===== src/hdl/tmbs_pkg.sv =====
// ---------------------------------------------------------------------------
// tmbs_pkg
// shared types, widths, codes and the column mux table of the matrix scanner
// ---------------------------------------------------------------------------
`default_nettype none

package tmbs_pkg;

  localparam int ROWS_DEF    = 16;
  localparam int COLUMNS_DEF = 16;

  localparam int OP_W     = 2;
  localparam int SAMPLE_W = 8;
  localparam int PIXEL_W  = 7;
  localparam int ROW_W    = 4;
  localparam int PAIR_W   = 3;
  localparam int IDX_W    = 8;
  localparam int DRIVE_W  = 16;
  localparam int MUX_W    = 8;
  localparam int PASS_W   = 8;
  localparam int CFG_AW   = 2;
  localparam int CFG_DW   = 8;

  typedef logic [OP_W-1:0]     op_t;
  typedef logic [CFG_AW-1:0]   cfg_idx_t;
  typedef logic [PIXEL_W-1:0]  pixel_t;
  typedef logic [SAMPLE_W-1:0] sample_t;

  localparam op_t OP_START_CAL  = 2'd0;
  localparam op_t OP_START_SCAN = 2'd1;
  localparam op_t OP_SAMPLE     = 2'd2;

  localparam cfg_idx_t REG_CAL_PASSES = 2'd0;
  localparam cfg_idx_t REG_MIRROR_X   = 2'd1;
  localparam cfg_idx_t REG_MIRROR_Y   = 2'd2;

  localparam pixel_t            PIXEL_MAX    = 7'd127;
  localparam logic [PASS_W-1:0] PASSES_RESET = 8'd10;

  localparam logic [DRIVE_W-1:0] DRIVE_FIRST_UP   = 16'h0001;
  localparam logic [DRIVE_W-1:0] DRIVE_FIRST_DOWN = 16'h8000;

  // dual mux byte per column pair; the mirrored table is the same one reversed
  function automatic logic [MUX_W-1:0] mux_lookup(input logic [PAIR_W-1:0] pair,
                                                  input logic mirror);
    logic [PAIR_W-1:0] k;
    logic [MUX_W-1:0]  code;
    k = mirror ? ~pair : pair;
    unique case (k)
      3'd0: code = 8'h33;
      3'd1: code = 8'h00;
      3'd2: code = 8'h11;
      3'd3: code = 8'h22;
      3'd4: code = 8'h44;
      3'd5: code = 8'h66;
      3'd6: code = 8'h77;
      3'd7: code = 8'h55;
    endcase
    return code;
  endfunction

endpackage

`default_nettype wire


===== src/hdl/touch_matrix_baseline_scanner_core.sv =====
// ---------------------------------------------------------------------------
// touch_matrix_baseline_scanner_core
// sensor matrix scan sequencer with per-cell baseline calibration and
// baseline subtraction, two cells per sample pair
// ---------------------------------------------------------------------------
// One item is accepted every clock cycle unless a result waits unaccepted
// while the input stage is full, which stalls the input. An item passes the
// input stage, with the baseline read, and then the result register. The
// baseline lives in two 8-bit banks, one for each half of the columns, each
// with one read and one write per cycle, so both cells of a pair are read
// and updated together; a write immediately followed by a read of the same
// entry is forwarded. Per-entry valid flags are cleared at once by reset and
// by start-calibration, so there is no clearing pass and no dead time.
// ---------------------------------------------------------------------------
`default_nettype none

module touch_matrix_baseline_scanner_core
  import tmbs_pkg::*;
#(
  parameter int ROWS    = ROWS_DEF,
  parameter int COLUMNS = COLUMNS_DEF
) (
  input  wire logic                clk,
  input  wire logic                rst_n,
  // item channel
  input  wire logic                in_valid,
  output logic                     in_ready,
  input  wire logic [OP_W-1:0]     in_opcode,
  input  wire logic [SAMPLE_W-1:0] in_sample_a,
  input  wire logic [SAMPLE_W-1:0] in_sample_b,
  // result channel
  output logic                     out_valid,
  input  wire logic                out_ready,
  output logic [DRIVE_W-1:0]       out_row_drive,
  output logic [MUX_W-1:0]         out_mux_code,
  output logic [IDX_W-1:0]         out_cell_index_a,
  output logic [IDX_W-1:0]         out_cell_index_b,
  output logic [PIXEL_W-1:0]       out_pixel_a,
  output logic [PIXEL_W-1:0]       out_pixel_b,
  output logic                     out_pixels_valid,
  output logic                     out_frame_done,
  output logic                     out_calibrating,
  // register writes
  input  wire logic                cfg_we,
  input  wire logic [CFG_AW-1:0]   cfg_index,
  input  wire logic [CFG_DW-1:0]   cfg_wdata
);

  localparam int HALF_COLS  = COLUMNS / 2;
  localparam int BANK_DEPTH = ROWS * HALF_COLS;
  localparam int BANK_AW    = $clog2(BANK_DEPTH);

  typedef logic [BANK_AW-1:0] baddr_t;

  // configuration
  logic [PASS_W-1:0] cal_passes_r;
  logic              mirror_x_r;
  logic              mirror_y_r;

  // scan position and calibration control
  logic [ROW_W-1:0]  row_r,      row_nxt;
  logic [PAIR_W-1:0] pair_r,     pair_nxt;
  logic [PASS_W-1:0] passes_r,   passes_nxt;
  logic              cal_mode_r, cal_mode_nxt;

  // baseline banks and their valid flags
  sample_t           bank_a_mem [BANK_DEPTH];
  sample_t           bank_b_mem [BANK_DEPTH];
  logic [BANK_DEPTH-1:0] vld_r;

  // input stage
  logic              s1_valid_r;
  logic              s1_sample_r;
  logic              s1_cal_r;
  logic              s1_done_r;
  logic              s1_cal_after_r;
  sample_t           s1_va_r, s1_vb_r;
  logic [IDX_W-1:0]  s1_idx_a_r, s1_idx_b_r;
  baddr_t            s1_addr_r;
  logic [DRIVE_W-1:0] s1_drive_r;
  logic [MUX_W-1:0]  s1_mux_r;
  sample_t           rd_a_r, rd_b_r;
  logic              rd_vld_r;
  logic              byp_r;
  sample_t           byp_a_r, byp_b_r;

  // result register
  logic               out_valid_r;
  logic [DRIVE_W-1:0] out_drive_r;
  logic [MUX_W-1:0]   out_mux_r;
  logic [IDX_W-1:0]   out_idx_a_r, out_idx_b_r;
  pixel_t             out_pix_a_r, out_pix_b_r;
  logic               out_pvalid_r, out_done_r, out_cal_r;

  // accept side
  logic              in_fire, s1_adv, s1_fire, clr;
  logic [ROW_W:0]    row_inc;
  logic [PAIR_W:0]   pair_inc;
  logic              is_sample, done;
  sample_t           va, vb;
  logic [IDX_W-1:0]  idx_a, idx_b;
  baddr_t            rd_addr;
  logic [ROW_W-1:0]  drive_bit;
  logic [DRIVE_W-1:0] drive_nxt;
  logic [MUX_W-1:0]  mux_nxt;

  // result side
  sample_t           base_a, base_b, max_a, max_b;
  pixel_t            pix_a, pix_b;
  logic              wr_en;

  assign s1_adv   = !out_valid_r || out_ready;
  assign s1_fire  = s1_valid_r && s1_adv;
  assign in_ready = !s1_valid_r || s1_adv;
  assign in_fire  = in_valid && in_ready;
  assign clr      = in_fire && (in_opcode == OP_START_CAL);

  // next position, mode and outputs for the accepted item
  always_comb begin
    row_inc      = {1'b0, row_r} + 5'd1;
    pair_inc     = {1'b0, pair_r} + 4'd1;
    row_nxt      = row_r;
    pair_nxt     = pair_r;
    passes_nxt   = passes_r;
    cal_mode_nxt = cal_mode_r;
    is_sample    = 1'b0;
    done         = 1'b0;
    if (in_fire) begin
      unique case (in_opcode)
        OP_START_CAL: begin
          row_nxt      = '0;
          pair_nxt     = '0;
          passes_nxt   = '0;
          cal_mode_nxt = 1'b1;
        end
        OP_START_SCAN: begin
          row_nxt      = '0;
          pair_nxt     = '0;
          cal_mode_nxt = 1'b0;
        end
        OP_SAMPLE: begin
          is_sample = 1'b1;
          if (row_inc == (ROW_W+1)'(ROWS)) begin
            row_nxt = '0;
            if (pair_inc == (PAIR_W+1)'(HALF_COLS)) begin
              pair_nxt = '0;
              done     = 1'b1;
            end else begin
              pair_nxt = pair_inc[PAIR_W-1:0];
            end
          end else begin
            row_nxt = row_inc[ROW_W-1:0];
          end
          if (done && cal_mode_r) begin
            if (passes_r != '1) begin
              passes_nxt = passes_r + 8'd1;
            end
            if (passes_nxt >= cal_passes_r) begin
              cal_mode_nxt = 1'b0;
            end
          end
        end
        default: ;
      endcase
    end
  end

  always_comb begin
    va        = mirror_x_r ? in_sample_b : in_sample_a;
    vb        = mirror_x_r ? in_sample_a : in_sample_b;
    idx_a     = IDX_W'(int'(row_r) * COLUMNS + int'(pair_r));
    idx_b     = idx_a + IDX_W'(HALF_COLS);
    rd_addr   = BANK_AW'(int'(row_r) * HALF_COLS + int'(pair_r));
    // with mirror_y the row index counts down from the top bit
    drive_bit = mirror_y_r ? ~row_nxt : row_nxt;
    drive_nxt = DRIVE_W'(1) << drive_bit;
    mux_nxt   = mux_lookup(pair_nxt, mirror_x_r);
  end

  // baseline of the current pair: forwarded write, stored entry, or zero
  always_comb begin
    if (byp_r) begin
      base_a = byp_a_r;
      base_b = byp_b_r;
    end else if (rd_vld_r) begin
      base_a = rd_a_r;
      base_b = rd_b_r;
    end else begin
      base_a = '0;
      base_b = '0;
    end
    max_a = (s1_va_r > base_a) ? s1_va_r : base_a;
    max_b = (s1_vb_r > base_b) ? s1_vb_r : base_b;
    pix_a = '0;
    pix_b = '0;
    if (s1_va_r > base_a) begin
      pix_a = ((s1_va_r - base_a) > SAMPLE_W'(PIXEL_MAX)) ? PIXEL_MAX
                                                          : PIXEL_W'(s1_va_r - base_a);
    end
    if (s1_vb_r > base_b) begin
      pix_b = ((s1_vb_r - base_b) > SAMPLE_W'(PIXEL_MAX)) ? PIXEL_MAX
                                                          : PIXEL_W'(s1_vb_r - base_b);
    end
  end

  // a start-calibration accepted in the same cycle wipes the pending update
  assign wr_en = s1_fire && s1_sample_r && s1_cal_r && !clr;

  // control registers
  always_ff @(posedge clk) begin
    if (!rst_n) begin
      cal_passes_r <= PASSES_RESET;
      mirror_x_r   <= 1'b0;
      mirror_y_r   <= 1'b0;
      row_r        <= '0;
      pair_r       <= '0;
      passes_r     <= '0;
      cal_mode_r   <= 1'b0;
      vld_r        <= '0;
      s1_valid_r   <= 1'b0;
      out_valid_r  <= 1'b0;
    end else begin
      if (cfg_we) begin
        unique case (cfg_index)
          REG_CAL_PASSES: cal_passes_r <= cfg_wdata;
          REG_MIRROR_X:   mirror_x_r   <= cfg_wdata[0];
          REG_MIRROR_Y:   mirror_y_r   <= cfg_wdata[0];
          default: ;
        endcase
      end
      row_r      <= row_nxt;
      pair_r     <= pair_nxt;
      passes_r   <= passes_nxt;
      cal_mode_r <= cal_mode_nxt;
      if (clr) begin
        vld_r <= '0;
      end else if (wr_en) begin
        vld_r[s1_addr_r] <= 1'b1;
      end
      if (in_ready) begin
        s1_valid_r <= in_valid;
      end
      if (s1_adv) begin
        out_valid_r <= s1_valid_r;
      end
    end
  end

  // baseline banks
  always_ff @(posedge clk) begin
    if (wr_en) begin
      bank_a_mem[s1_addr_r] <= max_a;
      bank_b_mem[s1_addr_r] <= max_b;
    end
    if (in_fire) begin
      rd_a_r <= bank_a_mem[rd_addr];
      rd_b_r <= bank_b_mem[rd_addr];
    end
  end

  // input stage payload
  always_ff @(posedge clk) begin
    if (in_fire) begin
      rd_vld_r       <= vld_r[rd_addr];
      byp_r          <= wr_en && (s1_addr_r == rd_addr);
      byp_a_r        <= max_a;
      byp_b_r        <= max_b;
      s1_sample_r    <= is_sample;
      s1_cal_r       <= cal_mode_r;
      s1_done_r      <= done;
      s1_cal_after_r <= cal_mode_nxt;
      s1_va_r        <= va;
      s1_vb_r        <= vb;
      s1_idx_a_r     <= is_sample ? idx_a : '0;
      s1_idx_b_r     <= is_sample ? idx_b : '0;
      s1_addr_r      <= rd_addr;
      s1_drive_r     <= drive_nxt;
      s1_mux_r       <= mux_nxt;
    end
  end

  // result register payload
  always_ff @(posedge clk) begin
    if (s1_fire) begin
      out_drive_r  <= s1_drive_r;
      out_mux_r    <= s1_mux_r;
      out_idx_a_r  <= s1_idx_a_r;
      out_idx_b_r  <= s1_idx_b_r;
      out_pvalid_r <= s1_sample_r && !s1_cal_r;
      out_pix_a_r  <= (s1_sample_r && !s1_cal_r) ? pix_a : '0;
      out_pix_b_r  <= (s1_sample_r && !s1_cal_r) ? pix_b : '0;
      out_done_r   <= s1_done_r;
      out_cal_r    <= s1_cal_after_r;
    end
  end

  assign out_valid        = out_valid_r;
  assign out_row_drive    = out_drive_r;
  assign out_mux_code     = out_mux_r;
  assign out_cell_index_a = out_idx_a_r;
  assign out_cell_index_b = out_idx_b_r;
  assign out_pixel_a      = out_pix_a_r;
  assign out_pixel_b      = out_pix_b_r;
  assign out_pixels_valid = out_pvalid_r;
  assign out_frame_done   = out_done_r;
  assign out_calibrating  = out_cal_r;

endmodule

`default_nettype wire


===== config.mk =====
export PLATFORM = sky130hd
export DESIGN_NAME = touch_matrix_baseline_scanner_core
export DESIGN_NICKNAME = d
export VERILOG_FILES = /design/src/hdl/tmbs_pkg.sv /design/src/hdl/touch_matrix_baseline_scanner_core.sv
export SDC_FILE = /design/constraint.sdc
export NUM_CORES = 2
export LEC_CHECK = 0
export BUFFER_PORTS_ARGS = -buffer_cell sky130_fd_sc_hd__buf_4
export CAP_MARGIN = 40
export CORE_UTILIZATION = 30
export CTS_CLUSTER_DIAMETER = 80
export CTS_CLUSTER_SIZE = 24
export DETAILED_ROUTE_END_ITERATION = 6
export PLACE_DENSITY = 0.56
export SLEW_MARGIN = 20
export SYNTH_ARGS = -nofsm -noshare
export SYNTH_HDL_FRONTEND = slang
export SYNTH_SLANG_ARGS = --single-unit

===== constraint.sdc =====
create_clock -name clk -period 10 [get_ports clk]
set_clock_uncertainty 0.05 [all_clocks]
set_input_delay 2 -clock clk [delete_from_list [all_inputs] [get_ports clk]]
set_output_delay 2 -clock clk [all_outputs]
set_load 0.02 [all_outputs]

## Word-level counts from Yosys, hierarchy flattened

Memories as Yosys holds them, arrays and structs flattened. A register that Yosys moved wholly into a read port is not among the register bits.
Cells that the tools add are included.

| word-level totals | value |
|---|---|
| register bits after elaboration | 298 |
| logic and storage cells | 135 |
| output and inout bits | 59 |
| memory bits (writable) | 2048 |
| input bits | 33 |
| memories | 3 |
| memory bits (read-only) | 48 |

| cells by class | value |
|---|---|
| $add $sub $neg | 8 |
| bitwise operators | 4 |
| magnitude comparators | 8 |
| muxes and demuxes | 41 |
| reductions and logical operators | 27 |
| equality and inequality tests | 9 |
| shift operators | 1 |

Memory list:

| name | depth | width | rd ports | clocked after memory_dff | wr ports | line | text |
|---|---|---|---|---|---|---|---|
| bank_a_mem | 128 | 8 | 1 | 1 | 1 | touch_matrix_baseline_scanner_core.sv:67 | `sample_t bank_a_mem [BANK_DEPTH];` |
| bank_b_mem | 128 | 8 | 1 | 1 | 1 | touch_matrix_baseline_scanner_core.sv:68 | `sample_t bank_b_mem [BANK_DEPTH];` |
| (name not given) | 8 | 6 | 1 | 1 | 0 | tmbs_pkg.sv:49 | `unique case (k)` |

Operator list:

| cell | number |
|---|---|
| 128-bit OR | 1 |
| 8-bit 2-to-1 mux | 13 |
| 8-bit by 7-bit > comparator with 1-bit output, second input constant | 2 |
| 8-bit > comparator | 2 |
| 7-bit by 8-bit < comparator with 1-bit output, second input constant | 2 |
| 8-bit case mux with 2 select lines | 1 |
| 1-bit by 4-bit left shift with 16-bit output, first input constant | 1 |
| 8-bit subtractor | 2 |
| 7-bit 2-to-1 mux | 2 |
| 1-bit 2-to-1 mux | 13 |
| 3-bit 2-to-1 mux | 4 |
| 4-bit 2-to-1 mux | 3 |
| 1-bit logical AND | 10 |
| 2-bit AND reduction | 5 |
| 8-bit by 1-bit adder with 8-bit output, second input constant | 1 |
| 8-bit by 3-bit adder with 8-bit output | 1 |
| 8-bit by 4-bit adder with 8-bit output, second input constant | 1 |
| 8-bit greater-or-equal comparator | 1 |
| 8-bit != test, second input constant | 1 |
| 4-bit case mux with 2 select lines | 1 |
| 7-bit by 3-bit adder with 7-bit output | 1 |
| 1-bit binary-select mux with 7-bit select | 1 |
| 1-bit demux with 7-bit select | 1 |
| 7-bit == test | 1 |
| other kinds (19) | 27 |

## Depth between registers and ports, before layout

| depth | value |
|---|---|
| word-level depth | 15 |
| mapped depth | 14 |
| mapped depth without buffers | 11 |

## Least setup slack after synthesis

OpenSTA, ideal clock, no wires.

| path | value |
|---|---|
| path type | reg2reg |
| start point | reg byp_r |
| end point | mem bank_a_mem[0][4] in the netlist's numbering, data pin |
| period minus slack after synthesis | 7.641 ns |
| buffers on the path | 4 |
| path slack | 2.359 ns |
| cell stages (with the launch flop) | 14 |
| data arrival time | 6.667 ns |
| library setup time | 0.924 ns |
| required time | 9.026 ns |
| cells stage by stage | edfxtp_1 clkbuf_1 nor2b_1 clkbuf_1 a22oi_1 fa_1 a21o_1 a21oi_1 nor2b_1 o221ai_1 a21o_1 clkbuf_1 buf_2 mux2i_1 |

| between the ends | value |
|---|---|
| longest elaborated chain between the ends | 3 |

RTL lines:

| element | line | text |
|---|---|---|
| start, declared | touch_matrix_baseline_scanner_core.sv:84 | `logic byp_r;` |
| start signal, assigned | touch_matrix_baseline_scanner_core.sv:265 | `byp_r <= wr_en && (s1_addr_r == rd_addr);` |
| 8-bit 2-to-1 mux (*) | touch_matrix_baseline_scanner_core.sv:182 | `if (byp_r) begin` |
| 8-bit > comparator | touch_matrix_baseline_scanner_core.sv:192 | `max_a = (s1_va_r > base_a) ? s1_va_r : base_a;` |
| 8-bit 2-to-1 mux (*) | touch_matrix_baseline_scanner_core.sv:192 |  |
| net max_a[4] | touch_matrix_baseline_scanner_core.sv:108 | `sample_t base_a, base_b, max_a, max_b;` |
| end, declared | touch_matrix_baseline_scanner_core.sv:67 |  |

Mark *: on every way through the listed nets, which the timed path passes. The rest lies on a longest branch.

## Final worst setup path

| path | value |
|---|---|
| start point | reg byp_r |
| end point | mem bank_a_mem[15][6] in the netlist's numbering, data pin |

The elaborated chain is that of the path after synthesis.

==> out/results.txt <==
Status: completed
DRC errors left: 0
Most used cell, CP: buf_4
DR vias/cell: 5.03
CP max FO: 72
Antenna viol nets, final: 0
Seq/Total Area, Yosys: 75.6%
I/O Buffers: 88
Max-slew violations: 0
Std-Cell Rows: 201
Post-CTS Resized: 0
Yosys warnings: 0
Cell Area, Synth: 0.0908 sq mm
Fill count: 28300
First-pass iteration count of the detailed router: 5
Sequential power share: 63.8%
Hold buffers post-CTS: 0
Clock buffer depth: 3
Final Hold Fails: 0
Util after Layout: 33.8%
Root buf cell: clkbuf_16
Clk_lat worst skew: 820 ps
Final setup fails: 0
Lkg Pwr: 30.3 nW
Num CTS Buffers: 115
Max Cap Violations: 0
Pwr/cell area: 170 mW/mm^2
Net Sw Frac: 22.1%
Final worst-path cycle share: 56.5%
Fmax: 177 MHz
Area Growth Syn to Fin: 11.9%
Clock-pin transition on the worst setup and hold timing paths: 90 ps
Slew @ Worst Pin: 989 ps
WL final: 231 mm
Clock sinks: 2336
Height of the die: 552 microns
Final HPWL DP: 139 mm
RSZ-0062 raised after global routing: false
Cells after DPL: 8770
Number of global-route vias before repair: 44800
Core area: 0.300 sq mm
Most frequent cells in the layout: 2180 x edfxtp_1, 432 x mux2i_1, 357 x mux4_2, 304 x buf_4, 187 x a22oi_1
Die Area: 0.305 sq mm
Main synth FF type: edfxtp_1
CP peak stage delay: 710 ps
Starting Density: 30.2%
Io pins: 92
Critical path launch point type: register
First-pass GRT wire length: 332 mm
Post-Syn Instances: 4745
Initial DRC Count: 4713
Slew headroom: 34.1%
Combinational fraction of design power: 4.9%
Largest net degree at the start of global routing: 92
Layout cells sized above 1: 19.1%
DR WL/cell: 25.7 microns
Max H-tree Level: 3
Pint: 0.0135 W
Post-synth EDFFs: 2180
WP data required: 10430 ps
CTS tree: yes
Placer Congestion: 0.809
Syn avg cell area: 19.1 sq um
Maximum VDD drop: 0.166 mV
Antenna violations before repair: 6
CP max-delay cell: buf_4
Gr usage total: 14.8%
Netlist cell types: 63
FF+latch count, synth: 2336
CP Class: reg2reg
Arr. time, crit path: 6080 ps
Setup TNS: 0 ps
Post-route minimum period: 5650 ps
Fin cells: 9009
Die extent in x: 552 microns
Async S/R FF share, synth: 0%
Final global-route overflow total: 0
Design Power: 0.0173 W
Most common cell after layout, fill and taps aside: edfxtp_1
Clock network fraction of total power: 31.3%
Setup bufs post-CTS: 0
Crit end category: register
Final nets: 5008
Hold Crit Class: reg2reg
Via count: 45300
Critical-path cell list: nor2b_1, buf_4, a22o_1, ha_1, inv_1, fa_1, a21o_1, a21oi_1, nor2b_1, o221ai_1, a21o_1, buf_8, mux2i_4, buf_4, buf_4
Net Sw Power: 0.00382 W
cell families (layout without fill, tap and decap cells):
family | count (synthesis) | count (layout) | synth area share (%)
fa+ha+maj | 30 | 30 | 0.430
buf+inv | 319 | 618 | 1.63
flops | 2336 | 2336 | 75.6
other cells | 1 | 8 | 0.00413
simple gates | 619 | 619 | 3.30
compound gates | 588 | 588 | 4.76
xor+xnor | 28 | 28 | 0.270
mux | 824 | 824 | 14.0
path summary, 6_finish.rpt:
check,startpoint,end,slack [ps],cells past startpoint
worst max-delay path,byp_r,bank_a_mem[15][6],4350,15
worst min-delay path,s1_done_r,out_frame_done,370,0
worst max register to register,byp_r,bank_a_mem[15][6],4350,15
worst min register to register,s1_done_r,out_frame_done,370,0
cell usage after synthesis (43+ instances only):
cell	n	area share [%]
a211oi_1	47	0.39
a21oi_1	89	0.49
a22oi_1	187	1.5
buf_2	99	0.55
clkbuf_1	131	0.54
dfxtp_1	156	3.4
edfxtp_1	2180	72
mux2i_1	446	4.9
mux4_2	357	8.9
nand2_1	120	0.50
nand3_1	148	0.82
nor2_1	155	0.64
nor3_1	43	0.24
o21a_1	133	1.1
final cells by class:
cell class              instances  area (sq um)  area share, %
flip-flops and latches       2336         68600           67.6
multi-input cells            2092         21100           20.8
well taps                    3958          4950           4.88
repair buffers                363          3230           3.18
clock buffers                 191          3210           3.16
clock inverters                27           332          0.327
inverters                      37           143          0.140
diodes                          5          12.5         0.0123
per-layer routing:
layer,track usage [%],vias up,wire length [microns]
met3,1.84,232,11500
li1,-,19600,-
met5,0,-,42
met4,3.91,6,5310
met1,20.5,24300,101000
met2,24.6,1189,113000
registers in the layout (all words and copies together) (netlist names), 4 cells and up:
register / count
rd_b_r: 8
s1_vb_r: 8
rd_a_r: 8
row_r: 4
s1_drive_r: 16
out_pixel_a: 7
out_row_drive: 16
s1_va_r: 8
byp_a_r: 8
cal_passes_r: 8
bank_b_mem: 1024
s1_idx_b_r: 8
out_pixel_b: 7
vld_r: 128
out_cell_index_b: 7
passes_r: 8
s1_addr_r: 7
byp_b_r: 8
bank_a_mem: 1024
critical path, delay by kind of cell, from the launching register on:
family / cells / cell delay, ps
AO/OA/AOI/OAI: 5 / 1390
adder cells (fa/ha/maj): 2 / 610
buffers and inverters: 5 / 1870
flip-flops: 1 / 670
multiplexers: 1 / 220
AND/OR/NAND/NOR: 2 / 320
through the flow:
step,instance area (sq um),hold slack (ps),setup WS (ps)
4_1_cts,101000,374,4300
3_5_place_dp,97700,355,4360
2_1_floorplan,90800,350,2360
5_1_grt,102000,379,4060
3_3_place_gp,97200,352,3970
6_report,102000,374,4350
power by group through the flow:
stage          clock network (W)  registers (W)  logic [W]
6_report                 0.00541         0.0110   0.000846
5_1_grt                  0.00584         0.0111   0.000905
4_1_cts                  0.00555         0.0111   0.000828
3_5_place_dp                   0         0.0113   0.000828
3_3_place_gp                   0         0.0113   0.000766
2_1_floorplan                  0         0.0114   0.000352
Note: power is estimated with default switching activity, not from simulation.
